File: src/hdl/srb_pkg.sv
`default_nettype none
// ----------------------------------------------------------------------------
// srb_pkg
// Shared types and constants of the sample ring buffer.
// ----------------------------------------------------------------------------
package srb_pkg;

    // Buffer geometry (DEPTH is a power of two, pointers wrap by truncation)
    localparam int DEPTH    = 1024;
    localparam int MAX_READ = 64;
    localparam int PTR_W    = $clog2(DEPTH);
    localparam int CNT_W    = $clog2(DEPTH + 1);
    localparam int RD_W     = $clog2(MAX_READ + 1);

    // Payload widths fixed by the interface
    localparam int KIND_W   = 3;
    localparam int LEN_W    = 11;
    localparam int SMP_W    = 16;
    localparam int TOT_W    = 32;

    // Command queue between front and back
    localparam int QDEPTH   = 2;
    localparam int QPTR_W   = $clog2(QDEPTH);
    localparam int QCNT_W   = $clog2(QDEPTH + 1);

    // Kind codes on the command channel
    localparam logic [KIND_W-1:0] KIND_WSTART = 3'd0;
    localparam logic [KIND_W-1:0] KIND_WELEM  = 3'd1;
    localparam logic [KIND_W-1:0] KIND_READ   = 3'd2;
    localparam logic [KIND_W-1:0] KIND_REMOVE = 3'd3;
    localparam logic [KIND_W-1:0] KIND_CLEAR  = 3'd4;

    // Classified operation
    typedef enum logic [2:0] {
        OP_WSTART,
        OP_WELEM,
        OP_READ,
        OP_REMOVE,
        OP_CLEAR,
        OP_BAD
    } op_t;

    typedef struct packed {
        op_t                op;
        logic [LEN_W-1:0]   length;
        logic               forced;
        logic signed [SMP_W-1:0] sample;
    } cmd_t;

    // Sample store access from the back end
    typedef struct packed {
        logic               we;
        logic [PTR_W-1:0]   waddr;
        logic [SMP_W-1:0]   wdata;
        logic               re;
        logic [PTR_W-1:0]   raddr;
    } ram_req_t;

    // Back end sequencer
    typedef enum logic [1:0] {
        ST_IDLE,
        ST_RD_WAIT,
        ST_RD_EMIT
    } state_t;

endpackage
`default_nettype wire

File: src/hdl/srb_cmd_if.sv
`default_nettype none
// ----------------------------------------------------------------------------
// srb_cmd_if
// Command channel: valid/ready with the operation payload.
// ----------------------------------------------------------------------------
interface srb_cmd_if;
    logic                                  valid;
    logic                                  ready;
    logic [srb_pkg::KIND_W-1:0]            kind;
    logic [srb_pkg::LEN_W-1:0]             length;
    logic                                  forced;
    logic signed [srb_pkg::SMP_W-1:0]      sample_in;

    modport source (output valid, kind, length, forced, sample_in, input ready);
    modport sink   (input valid, kind, length, forced, sample_in, output ready);
endinterface
`default_nettype wire

File: src/hdl/srb_front.sv
`default_nettype none
// ----------------------------------------------------------------------------
// srb_front
// Accepts command beats, classifies them and queues them for the back end.
// ----------------------------------------------------------------------------
module srb_front (
    input  wire logic       clk,
    input  wire logic       rst_n,
    srb_cmd_if.sink         cmd,
    output logic            q_valid,
    output srb_pkg::cmd_t   q_cmd,
    input  wire logic       q_pop
);

    srb_pkg::cmd_t                  q_mem_reg [srb_pkg::QDEPTH];
    logic [srb_pkg::QPTR_W-1:0]     wr_ptr_reg, wr_ptr_next;
    logic [srb_pkg::QPTR_W-1:0]     rd_ptr_reg, rd_ptr_next;
    logic [srb_pkg::QCNT_W-1:0]     cnt_reg, cnt_next;
    srb_pkg::cmd_t                  cls;
    logic                           push;

    // Classify the incoming beat; read lengths are capped here
    always_comb
    begin
        cls.length = cmd.length;
        cls.forced = cmd.forced;
        cls.sample = cmd.sample_in;
        case (cmd.kind)
            srb_pkg::KIND_WSTART: cls.op = srb_pkg::OP_WSTART;
            srb_pkg::KIND_WELEM:  cls.op = srb_pkg::OP_WELEM;
            srb_pkg::KIND_READ:
            begin
                cls.op = srb_pkg::OP_READ;
                if (cmd.length > srb_pkg::LEN_W'(srb_pkg::MAX_READ))
                begin
                    cls.length = srb_pkg::LEN_W'(srb_pkg::MAX_READ);
                end
            end
            srb_pkg::KIND_REMOVE: cls.op = srb_pkg::OP_REMOVE;
            srb_pkg::KIND_CLEAR:  cls.op = srb_pkg::OP_CLEAR;
            default:              cls.op = srb_pkg::OP_BAD;
        endcase
    end

    // Queue control
    assign cmd.ready = (cnt_reg != srb_pkg::QCNT_W'(srb_pkg::QDEPTH));
    assign push      = cmd.valid && cmd.ready;
    assign q_valid   = (cnt_reg != '0);
    assign q_cmd     = q_mem_reg[rd_ptr_reg];

    always_comb
    begin
        wr_ptr_next = wr_ptr_reg;
        rd_ptr_next = rd_ptr_reg;
        cnt_next    = cnt_reg;
        if (push)
        begin
            wr_ptr_next = wr_ptr_reg + 1'b1;
        end
        if (q_pop)
        begin
            rd_ptr_next = rd_ptr_reg + 1'b1;
        end
        if (push && !q_pop)
        begin
            cnt_next = cnt_reg + 1'b1;
        end
        else if (!push && q_pop)
        begin
            cnt_next = cnt_reg - 1'b1;
        end
    end

    always_ff @(posedge clk or negedge rst_n)
    begin
        if (!rst_n)
        begin
            wr_ptr_reg <= '0;
            rd_ptr_reg <= '0;
            cnt_reg    <= '0;
        end
        else
        begin
            wr_ptr_reg <= wr_ptr_next;
            rd_ptr_reg <= rd_ptr_next;
            cnt_reg    <= cnt_next;
        end
    end

    // Queue storage
    always_ff @(posedge clk)
    begin
        if (push)
        begin
            q_mem_reg[wr_ptr_reg] <= cls;
        end
    end

endmodule
`default_nettype wire

File: src/flat_wrapper.sv
// flat-port wrapper written by rule: the top's interface ports become plain ports
module srb_front_flat 
  (clk, rst_n, q_valid, q_cmd, q_pop, cmd_valid, cmd_kind, cmd_length, cmd_forced, cmd_sample_in, cmd_ready);
  srb_cmd_if cmd_i ();
  input  wire logic clk;
  input  wire logic rst_n;
  output logic q_valid;
  output srb_pkg::cmd_t q_cmd;
  input  wire logic q_pop;
  input wire logic [$bits(cmd_i.valid)-1:0] cmd_valid;
  input wire logic [$bits(cmd_i.kind)-1:0] cmd_kind;
  input wire logic [$bits(cmd_i.length)-1:0] cmd_length;
  input wire logic [$bits(cmd_i.forced)-1:0] cmd_forced;
  input wire logic [$bits(cmd_i.sample_in)-1:0] cmd_sample_in;
  output wire logic [$bits(cmd_i.ready)-1:0] cmd_ready;
  assign cmd_i.valid = cmd_valid;
  assign cmd_i.kind = cmd_kind;
  assign cmd_i.length = cmd_length;
  assign cmd_i.forced = cmd_forced;
  assign cmd_i.sample_in = cmd_sample_in;
  assign cmd_ready = cmd_i.ready;
  srb_front u_core (.clk(clk), .rst_n(rst_n), .cmd(cmd_i), .q_valid(q_valid), .q_cmd(q_cmd), .q_pop(q_pop));
endmodule
File: config.mk
export PLATFORM = sky130hd
export DESIGN_NAME = srb_front_flat
export DESIGN_NICKNAME = d
export VERILOG_FILES = /design/src/hdl/srb_pkg.sv /design/src/hdl/srb_cmd_if.sv /design/src/hdl/srb_front.sv /design/src/flat_wrapper.sv
export SDC_FILE = /design/constraint.sdc
export NUM_CORES = 1
export LEC_CHECK = 0
export BUFFER_PORTS_ARGS = -buffer_cell sky130_fd_sc_hd__buf_2
export CORE_MARGIN = 5
export CORE_UTILIZATION = 55
export DETAILED_ROUTE_END_ITERATION = 8
export PLACE_DENSITY = 0.83
export RECOVER_POWER = 25
export SYNTH_ARGS = -nofsm -noshare
export SYNTH_HDL_FRONTEND = slang
export SYNTH_SLANG_ARGS = --single-unit
File: constraint.sdc
create_clock -name clk -period 7.4 [get_ports clk]
set_input_delay 0.74 -clock clk [delete_from_list [all_inputs] [get_ports clk]]
set_output_delay 0.74 -clock clk [all_outputs]
set_load 0.02 [all_outputs]
# Yosys cells after proc, flatten, opt, wreduce, memory -nomap -nowiden
# Memory sizes are Yosys's and may differ from the RTL's.
# Index checks and enable logic that the tools add are counted.
dict set report classes {
  muxes 7
  n_eq_ne 5
  bitwise 0
  magnitude_cmp 1
  n_addsub 4
  multipliers 0
  n_reduce_logical 8
  shifts 0
  div 0
}
# operator n
set op_table {}
lappend op_table {{11-bit 2-to-1 mux} 2}
lappend op_table {{3-bit case mux with 5 select lines} 1}
lappend op_table {{11-bit by 7-bit greater-than comparator with 1-bit output (second input constant)} 1}
lappend op_table {{3-bit by 2-bit == test with 1-bit output (second input constant)} 2}
lappend op_table {{2-bit 2-to-1 mux} 2}
lappend op_table {{2-bit nonzero test} 2}
lappend op_table {{3-bit by 1-bit == test with 1-bit output (second input constant)} 1}
lappend op_table {{3-bit == test (second input constant)} 1}
lappend op_table {{1-bit logical AND} 3}
lappend op_table {{3-bit zero test} 1}
lappend op_table {{1-bit adder (second input constant)} 2}
lappend op_table {{2-bit by 1-bit adder with 2-bit output (second input constant)} 1}
lappend op_table {{1-bit zero test} 2}
lappend op_table {{1-bit 2-to-1 mux} 2}
lappend op_table {{2-bit inequality test (second input constant)} 1}
lappend op_table {{2-bit by 1-bit subtractor with 2-bit output (second input constant)} 1}
dict set report word_totals {
  latchBits 0
  mem_bits_ro 0
  memories 1
  ramBits 62
  in_bits 35
  register_bits 4
}
# memory depth width read_ports rd_ports_with_merged_regs wr line_no
set memory_table {}
lappend memory_table {u_core.q_mem_reg 2 31 1 0 1 srb_front.sv:15} ;# srb_pkg::cmd_t q_mem_reg [srb_pkg::QDEPTH];

# Logic depth before layout (Yosys ltp)
dict set report depth {
  depth_word 6
  mapped_depth 7
  depth_no_buf 7
}

# Worst setup path before layout
# Ideal clock, no wire load.
dict set report synth_path {
  path_type {input to register}
  from {in cmd_valid}
  to {mem u_core.q_mem_reg[0][0] (netlist bit) (enable)}
  required_time_ps 6981
  setup_time_ps 419
  path_stages 2
  path_slack_ps 4831
  n_path_buf 0
  arrival_time_ps 2150
  cell_sequence {nand2_1 > nor2_1}
}
dict set report synth_via {
  elab_chain_cells 3
}
# element line_no
set synth_rtl {}
lappend synth_rtl {{start, declared} flat_wrapper.sv:10} ;# input wire logic [$bits(cmd_i.valid)-1:0] cmd_valid;
lappend synth_rtl {{1-bit logical AND} srb_front.sv:47} ;# assign push = cmd.valid && cmd.ready;
lappend synth_rtl {{1-bit 2-to-1 mux} srb_front.sv:93} ;# if (push)
lappend synth_rtl {{1-bit 2-to-1 mux (not written as such)} srb_front.sv:95} ;# q_mem_reg[wr_ptr_reg] <= cls;
lappend synth_rtl {{end, declared} srb_front.sv:15}
# No other way between the ends.

==> flow_summary_export.csv <==
group,metric,value,unit
floorplanning,core,4410,um^2
yosys,yosysMostFrequentCell,"edfxtp_1",
layout,fin_cells,266,
pwr,power.internal,0.000807,W
place,placedInstanceArea,2950,um^2
yosys,synth.top_cells.by_count,"edfxtp_1 (62), mux2_1 (31), nor2b_1 (5)",
drt,wl_met1,1.83,mm
timing,slew-limit-headroom,40.3,%
clocking,root_buffer,"clkbuf_8",
clocking,cts_tree,"done",
drt,avgViaCountPerCell,5.24,
pwr,p_clk_share,22.5,%
yosys,yosys.area.top_type,"edfxtp_1",
timing,fin_crit,2.69,ns
pwr,sequentialPowerShare,45.7,%
pwr,netSwitchingFraction,33.4,%
critical_path,cp_max_fo,19,
timing,finalSetupViolCount,0,
critical_path,reg2reg_depth,3,
yosys,syn_area,2550,um^2
timing,tns,0,ns
clocking,cts_setup_buffers,0,
timing,hold_viol,0,
status,status,"finished, final reports clean",
floorplanning,chipHeight,78.1,um
global_route,grtUsageTotal,16.3,%
yosys,ys_ff_latch,66,
timing,slew_violations,0,
floorplanning,die-area,6100,um^2
global_route,antenna_found_initial,0,
critical_path,cp.arrival,1.95,ns
clocking,clkSinkCount,66,
min_path,min_path_type,"in2async",
yosys,ys_seq_area_share,76.9,%
timing,whs,0.238,ns
timing,setup_slack,4.71,ns
critical_path,cp.required,6.66,ns
drt,vias,1393,
global_route,grt_first_pass_wirelength,7.58,mm
place,dp_cells,250,
critical_path,crit_start,"u_core.rd_ptr_reg",
critical_path,end_kind,"primary output",
yosys,ys_types,20,
drt,top_layer,"met4",
drt,drcViolationCount,0,
layout,flow.area_growth_from_synthesis,22.1,%
floorplanning,pin_count,68,
yosys,yosys_warnings,0,
layout,postLayoutCellArea,3110,um^2
yosys,synth_ff_type,"edfxtp_1",
drt,drtAntennaViolNets,0,
place,place_congestion,0.700,
pwr,p_comb_share,31.8,%
pwr,ir_worst_vdd,225,uV
clocking,cts_max_level,3,
critical_path,reg2reg_slack,5.58,ns
yosys,synth_fp_nets,170,
clocking,clkLatencyLatePin,0.33,ns
yosys,syn_inst,134,
place,place_hpwl,3.29,mm
critical_path,critPathKind,"reg2out",
pwr,powerDensity,389,nW/um^2
pwr,p_leak,1.18,nW
clocking,clk_pin_slew,0.06,ns
layout,largest_reg_flops,62,
timing,fmax,372,MHz
yosys,synth_edf_count,62,
layout,drive_gt1_share,33.6,%
drt,wl_per_cell,17.6,um
global_route,grt_max_degree,32,
critical_path,start_kind,"flip-flop",
floorplanning,rows,24,
floorplanning,die_w,78.1,um
global_route,grt-ovfl-total,0,
layout,num_antenna_cells,0,
drt,met2_length,2.46,mm
critical_path,r2r-end,"u_core.q_mem_reg[0][24]",
yosys,async_flop_share,6.06,%
timing,finalCritPeriodShare,36.3,%
drt,wl_met3,289,um
drt,routed_wl,4.67,mm
layout,nets,245,
floorplanning,initial_core_util,57.8,%
critical_path,crit_end,"q_cmd[19]",
clocking,cts.repair.resized,0,
yosys,ys_top_cells_by_area,"edfxtp_1 (73%), mux2_1 (14%), dfrtp_1 (3.9%), nor2b_1 (1.2%), xor2_1 (1.0%)",
place,port_buffers,67,
critical_path,regToRegStartpoint,"u_core.cnt_reg[0]",
yosys,synth_top_area_share,73.0,%
timing,tightest_slew,0.894,ns
clocking,cts_hold_buf,0,
clocking,ctsLongestPathBuffers,2,
pwr,switching_power,0.000405,W
global_route,grt_pass1_vias,1573,
flow_run,cap_viol_max_count,0,
drt,dr.pass1.iters,4,
drt,dr.first_iter.drc_count,67,
place,preCtsSetupSlack,5.05,ns
timing,skew,0.00696,ns
timing,rsz0062_at_grt,"no",
clocking,numCtsBuffers,9,
yosys,syn_avg_cell_area,19.0,um^2
[metrics by stage]
| stage | util, % | power [W] |
|---|---|---|
| after floorplan | - | 0.000817 |
| after global routing | 70.5 | 0.00128 |
| after global placement | 66.8 | 0.000936 |
| after CTS | 70.8 | 0.00123 |
| after detailed placement | 66.8 | 0.000955 |
| final | 70.5 | 0.00121 |
[routing by layer]
metal  GRT usage [%]  vias up
met5               0        -
met4            7.09        0
met3            5.61        9
met2            27.6       41
met1            18.8      688
li1                -      655
[layout make-up]
| class | count | area, um^2 |
|---|---|---|
| Clock buffer | 11 | 131 |
| Clock inverter | 5 | 45.0 |
| Fill cell | 283 | 1300 |
| Inverter | 2 | 7.51 |
| Multi-Input combinational cell | 61 | 566 |
| Sequential cell | 66 | 1960 |
| Tap cell | 52 | 65.1 |
| Timing Repair Buffer | 69 | 337 |
[kinds of logic after synthesis]
logic type	synth area share, %
multiplexers	13.7
adder cells (fa/ha/maj)	0.491
buffers and inverters	1.18
flip-flops	76.9
XOR/XNOR	1.72
AND/OR/NAND/NOR	5.35
AO/OA/AOI/OAI	0.638
[worst max-delay path, stage by stage (launching register included)]
cell     delay (ns)
dfrtp_1        0.70
buf_4          0.39
mux2_1         0.36
buf_2          0.17
[how the worst min path moves through the flow]
stage / from / endpoint / slack (ns)
floorplan: rst_n / u_core.cnt_reg[0] / 0.44
global placement: u_core.cnt_reg[1] / u_core.cnt_reg[1] / 0.47
detailed placement: u_core.cnt_reg[1] / u_core.cnt_reg[1] / 0.48
CTS: rst_n / u_core.cnt_reg[0] / 0.20
global route: rst_n / u_core.wr_ptr_reg / 0.23
finish: rst_n / u_core.cnt_reg[1] / 0.24
[power by group through the flow]
stage                     Combinational, W  Clock [W]  Sequential [W]
final                             0.000385   0.000272        0.000554
after global routing              0.000415   0.000299        0.000562
after CTS                         0.000394   0.000279        0.000555
after detailed placement          0.000392          0        0.000563
after global placement            0.000380          0        0.000556
after floorplan                   0.000277          0        0.000539
[layout by cell type, fill, tap and decap left out]
| cell | Yosys | final |
|---|---|---|
| and3_1 | 3 | 3 |
| clkbuf_8 | 0 | 9 |
| nor3b_2 | 1 | 1 |
| a21o_1 | 1 | 1 |
| dfrtp_1 | 4 | 4 |
| bufinv_16 | 0 | 1 |
| nor2b_1 | 5 | 5 |
| or4_4 | 1 | 1 |
| edfxtp_1 | 62 | 62 |
| clkbuf_1 | 2 | 13 |
| or2_1 | 1 | 1 |
| nand2_1 | 3 | 3 |
| xor2_1 | 3 | 3 |
| buf_2 | 3 | 56 |
| clkinv_1 | 0 | 4 |
| and2_1 | 4 | 4 |
| inv_1 | 2 | 2 |
| buf_4 | 0 | 2 |
| xnor2_1 | 2 | 2 |
| nor2_1 | 2 | 1 |
| mux2_1 | 31 | 31 |
| ha_1 | 1 | 1 |
| nor2_4 | 0 | 1 |
| o21ai_2 | 1 | 1 |
| nand2b_1 | 2 | 2 |
Note: power is estimated with default switching activity, not from simulation.
