File: src/hdl/srb_pkg.sv
`default_nettype none
// ----------------------------------------------------------------------------
// srb_pkg
// Shared types and constants of the sample ring buffer.
// ----------------------------------------------------------------------------
package srb_pkg;

    // Buffer geometry (DEPTH is a power of two, pointers wrap by truncation)
    localparam int DEPTH    = 1024;
    localparam int MAX_READ = 64;
    localparam int PTR_W    = $clog2(DEPTH);
    localparam int CNT_W    = $clog2(DEPTH + 1);
    localparam int RD_W     = $clog2(MAX_READ + 1);

    // Payload widths fixed by the interface
    localparam int KIND_W   = 3;
    localparam int LEN_W    = 11;
    localparam int SMP_W    = 16;
    localparam int TOT_W    = 32;

    // Command queue between front and back
    localparam int QDEPTH   = 2;
    localparam int QPTR_W   = $clog2(QDEPTH);
    localparam int QCNT_W   = $clog2(QDEPTH + 1);

    // Kind codes on the command channel
    localparam logic [KIND_W-1:0] KIND_WSTART = 3'd0;
    localparam logic [KIND_W-1:0] KIND_WELEM  = 3'd1;
    localparam logic [KIND_W-1:0] KIND_READ   = 3'd2;
    localparam logic [KIND_W-1:0] KIND_REMOVE = 3'd3;
    localparam logic [KIND_W-1:0] KIND_CLEAR  = 3'd4;

    // Classified operation
    typedef enum logic [2:0] {
        OP_WSTART,
        OP_WELEM,
        OP_READ,
        OP_REMOVE,
        OP_CLEAR,
        OP_BAD
    } op_t;

    typedef struct packed {
        op_t                op;
        logic [LEN_W-1:0]   length;
        logic               forced;
        logic signed [SMP_W-1:0] sample;
    } cmd_t;

    // Sample store access from the back end
    typedef struct packed {
        logic               we;
        logic [PTR_W-1:0]   waddr;
        logic [SMP_W-1:0]   wdata;
        logic               re;
        logic [PTR_W-1:0]   raddr;
    } ram_req_t;

    // Back end sequencer
    typedef enum logic [1:0] {
        ST_IDLE,
        ST_RD_WAIT,
        ST_RD_EMIT
    } state_t;

endpackage
`default_nettype wire

File: src/hdl/srb_res_if.sv
`default_nettype none
// ----------------------------------------------------------------------------
// srb_res_if
// Result channel: valid/ready with the result payload.
// ----------------------------------------------------------------------------
interface srb_res_if;
    logic                                  valid;
    logic                                  ready;
    logic                                  ok;
    logic signed [srb_pkg::SMP_W-1:0]      sample_out;
    logic                                  last;
    logic [srb_pkg::LEN_W-1:0]             fill_level;
    logic [srb_pkg::TOT_W-1:0]             total_written;

    modport source (output valid, ok, sample_out, last, fill_level, total_written,
                    input ready);
    modport sink   (input valid, ok, sample_out, last, fill_level, total_written,
                    output ready);
endinterface
`default_nettype wire

File: src/hdl/srb_back.sv
`default_nettype none
// ----------------------------------------------------------------------------
// srb_back
// Executes queued operations on the ring state and drives the result beats.
// ----------------------------------------------------------------------------
module srb_back (
    input  wire logic                       clk,
    input  wire logic                       rst_n,
    input  wire logic                       q_valid,
    input  wire srb_pkg::cmd_t              q_cmd,
    output logic                            q_pop,
    output srb_pkg::ram_req_t               ram_req,
    input  wire logic [srb_pkg::SMP_W-1:0]  ram_rdata,
    srb_res_if.source                       res
);

    localparam logic [srb_pkg::CNT_W-1:0] FULL = srb_pkg::CNT_W'(srb_pkg::DEPTH);

    srb_pkg::state_t                state_reg, state_next;
    logic [srb_pkg::PTR_W-1:0]      rp_reg, rp_next;
    logic [srb_pkg::PTR_W-1:0]      wp_reg, wp_next;
    logic [srb_pkg::CNT_W-1:0]      held_reg, held_next;
    logic [srb_pkg::LEN_W-1:0]      blk_reg, blk_next;
    logic [srb_pkg::TOT_W-1:0]      total_reg, total_next;
    logic [srb_pkg::RD_W-1:0]       left_reg, left_next;

    logic                           res_valid_reg, res_valid_next;
    logic                           ok_reg, ok_next;
    logic [srb_pkg::SMP_W-1:0]      smp_reg, smp_next;
    logic                           last_reg, last_next;
    logic [srb_pkg::LEN_W-1:0]      fill_reg, fill_next;
    logic [srb_pkg::TOT_W-1:0]      tot_out_reg, tot_out_next;

    logic                           out_free;
    logic                           emit;
    logic [srb_pkg::CNT_W-1:0]      free_room;
    logic [srb_pkg::CNT_W-1:0]      len_c;
    logic [srb_pkg::CNT_W-1:0]      drop;

    assign out_free  = !res_valid_reg || res.ready;
    assign free_room = FULL - held_reg;
    assign len_c     = srb_pkg::CNT_W'(q_cmd.length);
    assign drop      = len_c - free_room;

    // Operation sequencer and ring state update
    always_comb
    begin
        state_next = state_reg;
        rp_next    = rp_reg;
        wp_next    = wp_reg;
        held_next  = held_reg;
        blk_next   = blk_reg;
        total_next = total_reg;
        left_next  = left_reg;
        q_pop      = 1'b0;
        emit       = 1'b0;
        ok_next    = 1'b0;
        smp_next   = '0;
        last_next  = 1'b1;
        ram_req    = '{we: 1'b0, waddr: wp_reg, wdata: q_cmd.sample,
                       re: 1'b0, raddr: rp_reg};

        case (state_reg)
            srb_pkg::ST_IDLE:
            begin
                if (q_valid && out_free)
                begin
                    q_pop = 1'b1;
                    emit  = 1'b1;
                    case (q_cmd.op)
                        srb_pkg::OP_WSTART:
                        begin
                            blk_next = '0;
                            if (len_c <= free_room)
                            begin
                                ok_next    = 1'b1;
                                total_next = total_reg + srb_pkg::TOT_W'(q_cmd.length);
                                blk_next   = q_cmd.length;
                            end
                            else if (q_cmd.forced && len_c <= FULL)
                            begin
                                // Drop the oldest samples to make room
                                ok_next    = 1'b1;
                                rp_next    = rp_reg + drop[srb_pkg::PTR_W-1:0];
                                held_next  = FULL - len_c;
                                total_next = total_reg + srb_pkg::TOT_W'(q_cmd.length);
                                blk_next   = q_cmd.length;
                            end
                        end
                        srb_pkg::OP_WELEM:
                        begin
                            if (blk_reg != '0 && held_reg < FULL)
                            begin
                                ok_next    = 1'b1;
                                ram_req.we = 1'b1;
                                wp_next    = wp_reg + 1'b1;
                                held_next  = held_reg + 1'b1;
                                blk_next   = blk_reg - 1'b1;
                            end
                        end
                        srb_pkg::OP_READ:
                        begin
                            if (len_c <= held_reg)
                            begin
                                ok_next = 1'b1;
                                if (q_cmd.length != '0)
                                begin
                                    // Samples follow, no status beat
                                    emit       = 1'b0;
                                    ram_req.re = 1'b1;
                                    left_next  = q_cmd.length[srb_pkg::RD_W-1:0];
                                    state_next = srb_pkg::ST_RD_WAIT;
                                end
                            end
                        end
                        srb_pkg::OP_REMOVE:
                        begin
                            if (len_c <= held_reg)
                            begin
                                ok_next   = 1'b1;
                                rp_next   = rp_reg + q_cmd.length[srb_pkg::PTR_W-1:0];
                                held_next = held_reg - len_c;
                            end
                        end
                        srb_pkg::OP_CLEAR:
                        begin
                            ok_next   = 1'b1;
                            held_next = '0;
                        end
                        default:
                        begin
                            ok_next = 1'b0;
                        end
                    endcase
                end
            end
            srb_pkg::ST_RD_WAIT:
            begin
                state_next = srb_pkg::ST_RD_EMIT;
            end
            srb_pkg::ST_RD_EMIT:
            begin
                if (out_free)
                begin
                    // One sample beat; fetch the next one behind it
                    emit      = 1'b1;
                    ok_next   = 1'b1;
                    smp_next  = ram_rdata;
                    last_next = (left_reg == srb_pkg::RD_W'(1));
                    rp_next   = rp_reg + 1'b1;
                    held_next = held_reg - 1'b1;
                    left_next = left_reg - 1'b1;
                    if (left_reg == srb_pkg::RD_W'(1))
                    begin
                        state_next = srb_pkg::ST_IDLE;
                    end
                    else
                    begin
                        ram_req.re    = 1'b1;
                        ram_req.raddr = rp_reg + 1'b1;
                    end
                end
            end
            default:
            begin
                state_next = srb_pkg::ST_IDLE;
            end
        endcase

        // Empty buffer: both pointers return to zero
        if (held_next == '0)
        begin
            rp_next = '0;
            wp_next = '0;
        end
    end

    // Result register
    always_comb
    begin
        res_valid_next = res_valid_reg && !res.ready;
        fill_next      = fill_reg;
        tot_out_next   = tot_out_reg;
        if (emit)
        begin
            res_valid_next = 1'b1;
            fill_next      = held_next;
            tot_out_next   = total_next;
        end
    end

    always_ff @(posedge clk or negedge rst_n)
    begin
        if (!rst_n)
        begin
            state_reg     <= srb_pkg::ST_IDLE;
            rp_reg        <= '0;
            wp_reg        <= '0;
            held_reg      <= '0;
            blk_reg       <= '0;
            total_reg     <= '0;
            left_reg      <= '0;
            res_valid_reg <= 1'b0;
        end
        else
        begin
            state_reg     <= state_next;
            rp_reg        <= rp_next;
            wp_reg        <= wp_next;
            held_reg      <= held_next;
            blk_reg       <= blk_next;
            total_reg     <= total_next;
            left_reg      <= left_next;
            res_valid_reg <= res_valid_next;
        end
    end

    always_ff @(posedge clk)
    begin
        if (emit)
        begin
            ok_reg   <= ok_next;
            smp_reg  <= smp_next;
            last_reg <= last_next;
        end
        fill_reg    <= fill_next;
        tot_out_reg <= tot_out_next;
    end

    assign res.valid         = res_valid_reg;
    assign res.ok            = ok_reg;
    assign res.sample_out    = smp_reg;
    assign res.last          = last_reg;
    assign res.fill_level    = fill_reg;
    assign res.total_written = tot_out_reg;

`ifndef NO_ASSERTIONS
    // Fill never exceeds the capacity
    a_held_range: assert property (@(posedge clk) disable iff (!rst_n)
        held_reg <= FULL)
        else $error("held count above capacity");

    // Empty buffer keeps both pointers at zero
    a_empty_ptrs: assert property (@(posedge clk) disable iff (!rst_n)
        held_reg == '0 |-> (rp_reg == '0 && wp_reg == '0))
        else $error("pointers not reset on empty buffer");

    // Pointer distance matches the fill modulo the depth
    a_ptr_dist: assert property (@(posedge clk) disable iff (!rst_n)
        (wp_reg - rp_reg) == held_reg[srb_pkg::PTR_W-1:0])
        else $error("pointer distance disagrees with fill");

    // A read in progress always has samples left to send
    a_read_left: assert property (@(posedge clk) disable iff (!rst_n)
        state_reg != srb_pkg::ST_IDLE |-> (left_reg != '0 && held_reg >= left_reg))
        else $error("read sequence without samples");
`endif

endmodule
`default_nettype wire

File: src/flat_wrapper.sv
// flat-port wrapper written by rule: the top's interface ports become plain ports
module srb_back_flat 
  (clk, rst_n, q_valid, q_cmd, q_pop, ram_req, ram_rdata, res_valid, res_ok, res_sample_out, res_last, res_fill_level, res_total_written, res_ready);
  srb_res_if res_i ();
  input  wire logic clk;
  input  wire logic rst_n;
  input  wire logic q_valid;
  input  wire srb_pkg::cmd_t q_cmd;
  output logic q_pop;
  output srb_pkg::ram_req_t ram_req;
  input  wire logic [srb_pkg::SMP_W-1:0] ram_rdata;
  output wire logic [$bits(res_i.valid)-1:0] res_valid;
  output wire logic [$bits(res_i.ok)-1:0] res_ok;
  output wire logic [$bits(res_i.sample_out)-1:0] res_sample_out;
  output wire logic [$bits(res_i.last)-1:0] res_last;
  output wire logic [$bits(res_i.fill_level)-1:0] res_fill_level;
  output wire logic [$bits(res_i.total_written)-1:0] res_total_written;
  input wire logic [$bits(res_i.ready)-1:0] res_ready;
  assign res_valid = res_i.valid;
  assign res_ok = res_i.ok;
  assign res_sample_out = res_i.sample_out;
  assign res_last = res_i.last;
  assign res_fill_level = res_i.fill_level;
  assign res_total_written = res_i.total_written;
  assign res_i.ready = res_ready;
  srb_back u_core (.clk(clk), .rst_n(rst_n), .q_valid(q_valid), .q_cmd(q_cmd), .q_pop(q_pop), .ram_req(ram_req), .ram_rdata(ram_rdata), .res(res_i));
endmodule
File: config.mk
export PLATFORM = sky130hd
export DESIGN_NAME = srb_back_flat
export DESIGN_NICKNAME = d
export VERILOG_FILES = /design/src/hdl/srb_pkg.sv /design/src/hdl/srb_res_if.sv /design/src/hdl/srb_back.sv /design/src/flat_wrapper.sv
export SDC_FILE = /design/constraint.sdc
export NUM_CORES = 1
export LEC_CHECK = 0
export ABC_AREA = 1
export BUFFER_PORTS_ARGS = -buffer_cell sky130_fd_sc_hd__clkbuf_2
export CELL_PAD_IN_SITES_DETAIL_PLACEMENT = 0
export CELL_PAD_IN_SITES_GLOBAL_PLACEMENT = 2
export CORE_MARGIN = 2
export CORE_UTILIZATION = 31
export DETAILED_ROUTE_END_ITERATION = 10
export PLACE_DENSITY_LB_ADDON = 0.1
export SLEW_MARGIN = 20
export SYNTH_ARGS = -nofsm -noshare
export SYNTH_HDL_FRONTEND = slang
export SYNTH_SLANG_ARGS = --single-unit
export TNS_END_PERCENT = 10
File: constraint.sdc
create_clock -name clk -period 3.4 [get_ports clk]
set_input_delay 0 -clock clk [delete_from_list [all_inputs] [get_ports clk]]
set_output_delay 0 -clock clk [all_outputs]
set_load 0.02 [all_outputs]
== Word-level counts from Yosys, hierarchy flattened ==
Index checks and enable logic that the tools add are counted.
Storage, ports and cells
  bits in registers: 145
  input port bits: 51
  output and inout port bits: 101
Operators by class
  add/subtract/negate cells: 13
  magnitude comparators: 4
  eq/ne operators: 20
  muxes and demuxes: 70
  reductions and logical operators: 26
Operators with widths (number)
  two-way mux 32 bit: 5
  two-way mux 11 bit: 11
  two-way mux 10 bit: 12
  case mux 11 bit (2 select lines): 2
  case mux 11 bit (4 select lines): 1
  case mux 10 bit (2 select lines): 2
  two-way mux 7 bit: 5
  adder 32 x 11 -> 32 bit: 1
  less-or-equal comparator 11 bit: 2
  nonzero test 11 bit: 2
  subtractor 11 x 1 -> 11 bit (second input constant): 2
  subtractor 11 bit (first input constant): 2
  adder 10 x 1 -> 10 bit (second input constant): 2
  adder 10 bit: 2
  two-way mux 1 bit: 20
  case mux 7 bit (2 select lines): 1
  two-way mux 2 bit: 6
  inequality test 2 x 1 -> 1 bit (second input constant): 6
  AND reduction 6 bit: 2
  nonzero test 2 bit: 6
  adder 11 x 1 -> 11 bit (second input constant): 1
  less-or-equal comparator 11 bit (second input constant): 1
  zero test 11 bit: 1
  < comparator 11 bit (second input constant): 1
  other kinds (27): 37

== Longest topological paths before layout ==
Gate-level depths: netlist of run 1.
  depth in word-level cells: 10
  mapped depth: 30
  mapped depth without buffers: 29

== Worst setup path after synthesis of run 1 ==
OpenSTA, ideal clock, no wires.
  kind: register to register
  start: reg u_core.held_reg[0] in the netlist's numbering
  end: reg u_core.tot_out_reg (netlist bit u_core.res.total_written[29]) (data pin)
  arrival time: 3290 ps
  required time: 3143 ps
  path slack: -147 ps
  stages on the path, launching flop included: 26
  cell sequence: dfrtp_1 -> inv_1 -> ha_1 -> inv_1 -> nor2_1 -> nand2_1 -> nor4_1 -> xor2_1 -> ha_1 -> nand2_1 -> inv_1 -> nand2_1 -> nor2_1 -> nand4_1 -> nand2_1 -> nor2_2 -> inv_4 -> nand2_2 -> nor2_4 -> inv_2 -> nor2_1 -> nand2_1 -> nor2_1 -> and3_1 -> xnor2_1 -> inv_1
Between the ends
  longest elaborated chain between the ends: 6
RTL lines
  from (decl): line srb_back.sv:22  | logic [srb_pkg::CNT_W-1:0] held_reg, held_next;
  from (signal assigned): line srb_back.sv:210  | held_reg <= held_next;
  subtractor 11 bit: line srb_back.sv:41  | assign free_room = FULL - held_reg;
  less-or-equal comparator 11 bit: line srb_back.sv:74  | if (len_c <= free_room)
  two-way mux 32 bit: line srb_back.sv:74
  two-way mux 32 bit: line srb_back.sv:70  | case (q_cmd.op)
  two-way mux 32 bit: line srb_back.sv:66  | if (q_valid && out_free)
  two-way mux 32 bit: line srb_back.sv:63  | case (state_reg)
  named net u_core.total_next (one bit): line srb_back.sv:24  | logic [srb_pkg::TOT_W-1:0] total_reg, total_next;
  to (signal assigned): line srb_back.sv:227  | tot_out_reg <= tot_out_next;
  to (decl): line srb_back.sv:32  | logic [srb_pkg::TOT_W-1:0] tot_out_reg, tot_out_next;
The timed path passes the listed nets, and every way through them passes these cells.
A chain may end at the register's enable or synchronous reset.

== Final worst setup path of run 1 ==
  start: reg u_core.held_reg[0] in the netlist's numbering
  end: reg u_core.rp_reg[5] in the netlist's numbering
Between the ends
  longest elaborated chain between the ends: 9
RTL lines
  subtractor 11 bit or < comparator 11 bit (tied branches): line srb_back.sv:41, srb_back.sv:92
  less-or-equal comparator 11 bit or logical AND 1 bit (tied branches): line srb_back.sv:74, srb_back.sv:92
  two-way mux 11 bit, on equally long branches: line srb_back.sv:74, srb_back.sv:92
  case mux 11 bit (4 select lines): line srb_back.sv:70
  two-way mux 11 bit: line srb_back.sv:66
  case mux 11 bit (2 select lines) (*): line srb_back.sv:63
  named net u_core.held_next (one bit): line srb_back.sv:22
  zero test 11 bit (*): line srb_back.sv:171  | if (held_next == '0)
  inequality test 4 x 2 -> 1 bit (no source line) (tied with other cells)
  AND reduction 7 bit (no source line)
  to (signal assigned): line srb_back.sv:208  | rp_reg <= rp_next;
  to (decl): line srb_back.sv:20  | logic [srb_pkg::PTR_W-1:0] rp_reg, rp_next;
Mark *: on every way through the listed nets, which the timed path passes. The rest lies on a longest branch. The select of a mux whose other input is x is not followed.

==> run metrics, run 1 <==
status=finished, violations left; violated checks=negative setup slack; root buf cell=clkbuf_16; setup_tns=-2.42 ns; Synth Cell Area=0.0108 sq mm; Tmin final=3.53 ns; Synth Area in Compound Gates=11.1%; via count=10100; Worst Setup End Kind=flop; Tot Pwr=0.0133 W; worst hold path type=input pin to primary output; main combinational cell family by area after synthesis=simple AND/OR/NAND/NOR gates; reg2reg start=u_core.held_reg[0]$_DFF_PN0_; Post-Layout Cell Count=2124; Power Density=938 mW/mm^2; global route overflow=0; crit-path max cell delay=0.42 ns; DP HPWL=30200 um; Initial Utilization=31.3%; synthesized flop and latch total=145; fin worst setup slack=-0.128 ns; WP depth=27; clock skew=0.0213 ns; multiplexer share of the synthesized area=0.105%; largest net degree at the start of global routing=42; wire per inst=18.1 um; final period utilization=104%; RSZ-0062 raised after global routing=yes; CP bufs+invs=7; crit path from=u_core.held_reg[0]$_DFF_PN0_; reg2reg path depth=27; most used flip-flop cell after synthesis=dfrtp_1; Die ar.=0.0362 sq mm; CTS Buf Count=17; Synth top cells by count=301 x nand2_1, 187 x inv_1, 108 x nor2_1; Rows=68; gpl congestion=0.899; pre-CTS WS=-0.297 ns; Warnings, synthesis=0; Simple-Gate Fraction of Synth Area=27.2%; synth unique cells=56; crit path kind=flop to flop; share of cells above drive strength 1=29.7%; PortBufs=119; Reg2Reg Setup Slack=-0.13 ns; Area growth syn-to-layout=32.1%; Critical Path Source Type=flop; top-count cell post-synth=nand2_1; number of global-route vias before repair=9954; Die Span X=190 um; end point of the critical path=u_core.rp_reg[5]$_DFFE_PN0P_; H-tree levels=4; cell taking the most area after synthesis=dfrtp_1; IO Pins=152; Synth async-reset ratio=57.9%; Post-synth EDFFs=61; post-synthesis cell count=1376; CP max-delay cell=dfrtp_2; Pre-antenna DRT Iters=4; Max Freq=283 MHz; Iter 0 DRT Violations=531; r2r endpoint=u_core.rp_reg[5]$_DFFE_PN0P_; # fillers=3616; Final Instance Area=0.0142 sq mm; initial antenna violation count=0; global-route wire length before repair=58200 um; Clock Sinks=145; Final setup viols=24; Synth Area per Inst=7.82 sq um; Post-Synth XOR/XNOR Area=5.86%; Placed Area=0.0128 sq mm; die height=190 um; most numerous cell on the critical path=nand2_2; relative slew slack=46.9%; worst-skew pair later-pin latency=0.44 ns; Post-Syn Nets=1500; DRT Wirelength=38400 um; crit-path max FO=5; clock buffer depth=2; Final nets=1780; # DRC=0; MaxCap Viol Count=0; Seq/Total Area, Yosys=36.5%; cell count after placement=2055; CTS tree=done; Leak=6.85 nW; Final Slew Violations=0; vias per inst=4.77; Synth Area in Adders=9.32%; top cell type's share of synthesized area=19.5%; gr usage total=21.6%; clock slew at reported path FFs=0.08 ns; worst vdd ir=0.490 mV; final hold vios=0; synth top area cells=dfrtp_1 20%, edfxtp_1 17%, nand2_1 10%; Post-DRT Antenna Nets=0; crit path DAT=3.84 ns; Top Family by Delay on Critical Path=simple AND/OR/NAND/NOR gates; WP data required=3.71 ns; Core Area=0.0344 sq mm; Worst-Margin Slew=0.795 ns; ANT cells=0
[logic make-up (layout without fill, tap and decap cells)]
family	after synthesis	count (layout)
muxes	1	1
adders and majority gates	73	73
DFF	145	145
and+or+nand+nor	635	636
buffers and inverters	249	541
xor gates and xnor gates	72	72
AOI/OAI and AO/OA	201	201
[worst register-to-register path: cells and delay by family (launching register included)]
kind,cells,cell delay (ns)
compound gates,1,0.03
xor+xnor,1,0.13
fa+ha+maj,2,0.46
buf+inv,7,0.84
flops,1,0.42
simple gates,16,1.52
[worst min-delay path by stage]
stage | start | to | slack (ns) | cells past startpoint
2_1_floorplan | rst_n | u_core.blk_reg[0]$_DFFE_PN0P_ | -0.30 | 0
3_3_place_gp | q_cmd[1] | ram_req[12] | 0.0001 | 0
3_5_place_dp | q_cmd[1] | ram_req[12] | 0.0001 | 0
4_1_cts | q_cmd[1] | ram_req[12] | 0.0001 | 0
5_1_grt | q_cmd[4] | ram_req[15] | 0.00003 | 0
6_report | q_cmd[10] | ram_req[21] | 0.000009 | 0
[layout make-up]
cell class	count	area [sq um]	area share [%]
Inverter	206	791	5.56
Multi-Input combinational cell	983	6260	44.0
Timing Repair Buffer	303	2120	14.9
Sequential cell	145	3940	27.7
Tap cell	455	569	4.00
Clock buffer	20	457	3.21
Clock inverter	12	85.1	0.598
[per-stage QoR]
step | utilization, % | hold slack [ns]
6_report | 41.4 | 0.00000881
5_1_grt | 41.4 | 0.0000293
4_1_cts | 40.0 | 0.000137
3_5_place_dp | 37.3 | 0.000137
3_3_place_gp | 37.3 | 0.000137
2_1_floorplan | - | -0.296
[power breakdown]
| group | leakage (nW) | switching [W] | internal [W] | total (W) |
|---|---|---|---|---|
| logic | 4.95 | 0.00513 | 0.00346 | 0.00859 |
| clock network | 0.249 | 0.000794 | 0.000971 | 0.00177 |
| registers | 1.65 | 0.000421 | 0.00256 | 0.00298 |
| total | 6.85 | 0.00635 | 0.00699 | 0.0133 |
[routing by layer]
metal	global-route usage, %	up-vias	part of all wire [%]
met5	0	-	0
met4	8.88	0	3.7
met3	3.05	63	4.3
met2	35.2	245	47
met1	28.7	4742	45
li1	-	5074	-
[timing repair]
| action | 4_1_cts | 5_1_grt |
|---|---|---|
| setup endpoints to repair | 55 | 98 |
| endpoints found under the hold margin | 57 | 0 |
| hold buffers | 19 | 0 |
| resized for setup | 34 | 99 |
| pin swaps | 27 | 50 |
| buffers inserted | 7 | 10 |
| cloned | 1 | 0 |
[placed cells by master (no fill, tap or decap), types with 22 or more instances in the layout]
master,n
xor2_1,46
nor3_1,30
nor2_1,100
nand3_2,28
nand2_1,277
nand2_2,28
dfrtp_1,81
ha_1,56
clkbuf_2,118
o21ai_0,61
edfxtp_1,61
nor2_4,22
a21oi_1,63
inv_1,178
nand4_1,29
buf_4,150
nand3_1,70
Note: power is estimated with default switching activity, not from simulation.
==> inputs of run 2 (changes only) <==
--- a/config.mk
+++ b/config.mk
@@ -10,7 +10,8 @@
 export CELL_PAD_IN_SITES_DETAIL_PLACEMENT = 0
 export CELL_PAD_IN_SITES_GLOBAL_PLACEMENT = 2
 export CORE_MARGIN = 2
-export CORE_UTILIZATION = 31
+export CORE_UTILIZATION = 32
+export CTS_BUF_LIST = sky130_fd_sc_hd__clkbuf_2
 export DETAILED_ROUTE_END_ITERATION = 10
 export PLACE_DENSITY_LB_ADDON = 0.1
 export SLEW_MARGIN = 20
==> run metrics, run 2 (same netlist as run 1, synthesis figures left out) <==
Die Span X=187 um; Rows=67; final hold vios=0; share of cells above drive strength 1=27.6%; worst hold path type=input pin to primary output; Iter 0 DRT Violations=629; IO Pins=152; clock slew at reported path FFs=0.28 ns; reg2reg path depth=30; crit path from=u_core.held_reg[0]$_DFF_PN0_; Final nets=1818; RSZ-0062 raised after global routing=yes; Final Instance Area=0.0141 sq mm; Worst Setup End Kind=flop; wire per inst=18.0 um; Die ar.=0.0351 sq mm; vias per inst=4.85; gpl congestion=0.897; PortBufs=119; Worst-Margin Slew=0.767 ns; Critical Path Source Type=flop; r2r endpoint=u_core.rp_reg[3]$_DFFE_PN0P_; hold_ws=0.00000775 ns; fin worst setup slack=-0.320 ns; Pre-antenna DRT Iters=5; status=finished, violations left; violated checks=negative setup slack; gr usage total=22.5%; MaxCap Viol Count=0; Post-DRT Antenna Nets=0; Final Slew Violations=0; Core Area=0.0334 sq mm; root buf cell=clkbuf_2; most frequent cells in the layout=288 x nand2_1, 179 x inv_1, 147 x buf_4; clock skew=0.0989 ns; number of global-route vias before repair=10400; Initial Utilization=32.3%; crit-path max FO=5; met2 usage=36.5%; crit-path max cell delay=0.48 ns; Reg2Reg Setup Slack=-0.32 ns; die height=187 um; global route overflow=0; largest net degree at the start of global routing=45; Clock Sinks=145; Final setup viols=48; CTS Buf Count=17; M3 GR Usage=3.36%; most numerous cell on the critical path=nand2_1; DP HPWL=29600 um; end point of the critical path=u_core.rp_reg[3]$_DFFE_PN0P_; worst-skew pair later-pin latency=0.85 ns; Tmin final=3.72 ns; Placed Area=0.0128 sq mm; GRT met1 Usage=29.1%; Area growth syn-to-layout=31.4%; crit path DAT=4.42 ns; WP data required=4.10 ns; reg2reg start=u_core.held_reg[0]$_DFF_PN0_; Leak=6.87 nW; H-tree levels=4; final period utilization=109%; relative slew slack=48.8%; clock buffer depth=2; Most Used Layer, Global Route=met2; global-route wire length before repair=59600 um; most common cell after layout, fill and taps aside=nand2_1; Max Freq=269 MHz; worst vdd ir=0.393 mV; # DRC=0; crit path kind=flop to flop; via count=10500; initial antenna violation count=2; CP max-delay cell=dfrtp_2; Power Density=888 mW/mm^2; CTS tree=done; DRT Wirelength=38800 um
[run 2: changes by cell type in the layout (fill, tap and decap cells not counted), sizes merged]
cell and change:
clkbuf -1, dlygate4sd3 +38, diode +2, clkinvlp -2
clkinv +1, inv +1, bufinv +1
[run 2: layer usage]
layer / wire length (um) / up-vias
met2: 17900 / 286
met4: 1800 / 0
met1: 17500 / 4947
li1: - / 5158
met5: 0 / -
met3: 1590 / 76
[run 2: layout make-up]
type	count	area, sq um
fill	3523	19200
multi-input combinational	983	6120
clock inverter	13	110
timing repair buffer	341	2520
inverter	206	795
sequential	145	3940
tap	448	561
clock buffer	19	95.1
antenna	2	5.00
[run 2: repair_timing]
action / 4_1_cts / 5_1_grt
gates cloned: 1 / 0
endpoints found under the hold margin: 179 / 0
gates resized for setup: 47 / 59
hold buffers: 58 / 0
endpoints found under the setup margin: 69 / 108
setup buffers: 16 / 6
pin swaps: 27 / 40
[run 2: where the power goes]
| part | switching (W) | internal [W] | leakage (nW) | total [W] |
|---|---|---|---|---|
| Combinational | 0.00510 | 0.00352 | 5.10 | 0.00862 |
| Clock | 0.000714 | 0.000269 | 0.126 | 0.000983 |
| Sequential | 0.000408 | 0.00255 | 1.65 | 0.00296 |
| Total | 0.00622 | 0.00634 | 6.87 | 0.0126 |
[run 2: stage by stage]
step	cells	setup TNS [ns]	power (W)	utilization, %	setup slack, ns
finish	2157	-8.29	0.0126	42.4	-0.320
global route	2157	-21.87	0.0137	42.4	-0.530
CTS	2149	-13.00	0.0124	41.6	-0.329
floorplan	1376	0	0.00783	-	0.0181
detailed placement	2042	-7.63	0.0110	38.3	-0.336
global placement	2042	-5.23	0.0111	38.3	-0.264
[run 2: critical path, delay by kind of cell (launching register included)]
| family | cells | cell delay (ns) |
|---|---|---|
| adders and majority gates | 2 | 0.45 |
| buffers and inverters | 7 | 0.56 |
| DFF | 1 | 0.48 |
| AOI/OAI and AO/OA | 1 | 0.03 |
| and+or+nand+nor | 19 | 1.76 |
| xor gates and xnor gates | 1 | 0.30 |
[run 2: worst min path at each step]
stage / startpoint / end / slack (ns) / cells past startpoint
4_1_cts: q_cmd[1] / ram_req[12] / 0.0001 / 0
3_5_place_dp: q_cmd[1] / ram_req[12] / 0.0001 / 0
5_1_grt: q_cmd[8] / ram_req[19] / 0.00003 / 0
6_report: q_cmd[4] / ram_req[15] / 0.000008 / 0
3_3_place_gp: q_cmd[1] / ram_req[12] / 0.0001 / 0
2_1_floorplan: rst_n / u_core.blk_reg[0]$_DFFE_PN0P_ / -0.30 / 0
==> inputs of run 3 (changes only) <==
--- a/config.mk
+++ b/config.mk
@@ -14,6 +14,7 @@
 export CTS_BUF_LIST = sky130_fd_sc_hd__clkbuf_2
 export DETAILED_ROUTE_END_ITERATION = 10
 export PLACE_DENSITY_LB_ADDON = 0.1
+export SETUP_SLACK_MARGIN = 0.5
 export SLEW_MARGIN = 20
 export SYNTH_ARGS = -nofsm -noshare
 export SYNTH_HDL_FRONTEND = slang
==> run metrics, run 3 (same netlist as run 1, synthesis figures left out) <==
final hold vios=0; global route overflow=0; root buf cell=clkbuf_2; Clock Sinks=145; DP HPWL=29700 um; die height=187 um; relative slew slack=53.3%; worst hold stages=0; cell count after placement=2030; reg2reg start=u_core.held_reg[3]$_DFF_PN0_; number of global-route vias before repair=10200; violated checks=negative setup slack; crit-path max FO=6; RSZ-0062 raised after global routing=yes; DRT Wirelength=38700 um; Core Area=0.0334 sq mm; Iter 0 DRT Violations=488; worst-skew pair later-pin latency=0.81 ns; # DRC=0; share of cells above drive strength 1=28.5%; Critical Path Source Type=flop; CTS Buf Count=17; CTS tree=done; via count=10200; Area growth syn-to-layout=31.3%; vias per inst=4.78; Final nets=1796; wire per inst=18.1 um; Rows=67; fin worst setup slack=-0.226 ns; Initial Utilization=32.3%; Final Instance Area=0.0141 sq mm; PortBufs=119; Worst Setup End Kind=flop; largest net degree at the start of global routing=61; Placed Area=0.0127 sq mm; crit path from=u_core.held_reg[3]$_DFF_PN0_; status=finished, violations left; crit-path max cell delay=0.55 ns; Final setup viols=30; # fillers=3560; CP max-delay cell=dfrtp_2; Tot Pwr=0.0124 W; IO Pins=152; global-route wire length before repair=59100 um; Worst-Margin Slew=0.700 ns; Leak=6.79 nW; reg2reg path depth=28; hold path start=q_cmd[1]; clock slew at reported path FFs=0.24 ns; Pre-antenna DRT Iters=5; initial antenna violation count=2; crit path DAT=4.32 ns; worst hold path type=input pin to primary output; crit path kind=flop to flop; MaxCap Viol Count=0; Post-Layout Cell Count=2134; Die ar.=0.0351 sq mm; Power Density=876 mW/mm^2; Post-DRT Antenna Nets=0; Die Span X=187 um; Tmin final=3.63 ns; clock skew=0.0484 ns; final period utilization=107%; most common cell after layout, fill and taps aside=nand2_1; H-tree levels=4; WP data required=4.09 ns; Max Freq=276 MHz; setup_tns=-4.23 ns; gr usage total=22.4%; clock buffer depth=2; most frequent cells in the layout=282 x nand2_1, 177 x inv_1, 135 x clkbuf_2, 135 x buf_4, 94 x nor2_1; worst vdd ir=0.344 mV; gpl congestion=0.925; Final Slew Violations=0; hold_ws=0.00000883 ns
[run 3: layer usage]
metal | up-vias | wire, um | track usage (%)
met5 | - | 0 | 0
met4 | 0 | 1560 | 9.30
met3 | 59 | 1280 | 3.41
met2 | 223 | 18400 | 37.5
met1 | 4797 | 17500 | 28.9
li1 | 5113 | - | -
[run 3: report_power, final]
part           leakage, nW  switching, W  internal (W)
sequential            1.65      0.000437       0.00255
clock                0.140      0.000730      0.000289
combinational         5.00       0.00509       0.00329
[run 3: worst paths after layout]
check	endpoint	slack (ns)
worst max-delay path	u_core.rp_reg[3]$_DFFE_PN0P_	-0.23
worst min-delay path	ram_req[12]	0.000009
worst max register to register	u_core.rp_reg[3]$_DFFE_PN0P_	-0.23
worst min register to register	u_core.total_reg[14]$_DFF_PN0_	0.51
max in group asynchronous	u_core.res.valid$_DFF_PN0_	2.75
min in group asynchronous	u_core.total_reg[11]$_DFF_PN0_	0.25
[run 3: worst max-delay path: cells and delay by family, from the launching register on]
family	cells	cell delay, ns
buffers and inverters	5	0.51
adder cells (fa/ha/maj)	1	0.31
XOR/XNOR	1	0.12
AO/OA/AOI/OAI	1	0.04
AND/OR/NAND/NOR	20	1.94
flip-flops	1	0.55
[run 3: repair_timing]
item | 4_1_cts | 5_1_grt
setup buffers | 11 | 4
hold buffers | 54 | 0
pin swaps | 57 | 15
hold endpoints to repair | 166 | 0
setup endpoints to repair | 189 | 185
resized for setup | 91 | 31
gates cloned | 1 | 1
[run 3: final cells by class]
cell class	count	area, sq um	share of cell area (%)
clock buffers	17	85.1	0.602
flip-flops and latches	145	3940	27.8
diodes	1	2.50	0.0177
multi-input cells	983	6270	44.3
well taps	448	561	3.96
repair buffers	319	2350	16.6
clock inverters	15	148	1.04
inverters	206	795	5.62
[run 3: through the flow]
step                      utilization [%]  worst slack (ns)
final                                42.4            -0.226
after global placement               38.2            -0.398
after detailed placement             38.2            -0.320
after global routing                 42.4            -0.424
after floorplan                         -            0.0562
after CTS                            41.8            -0.157
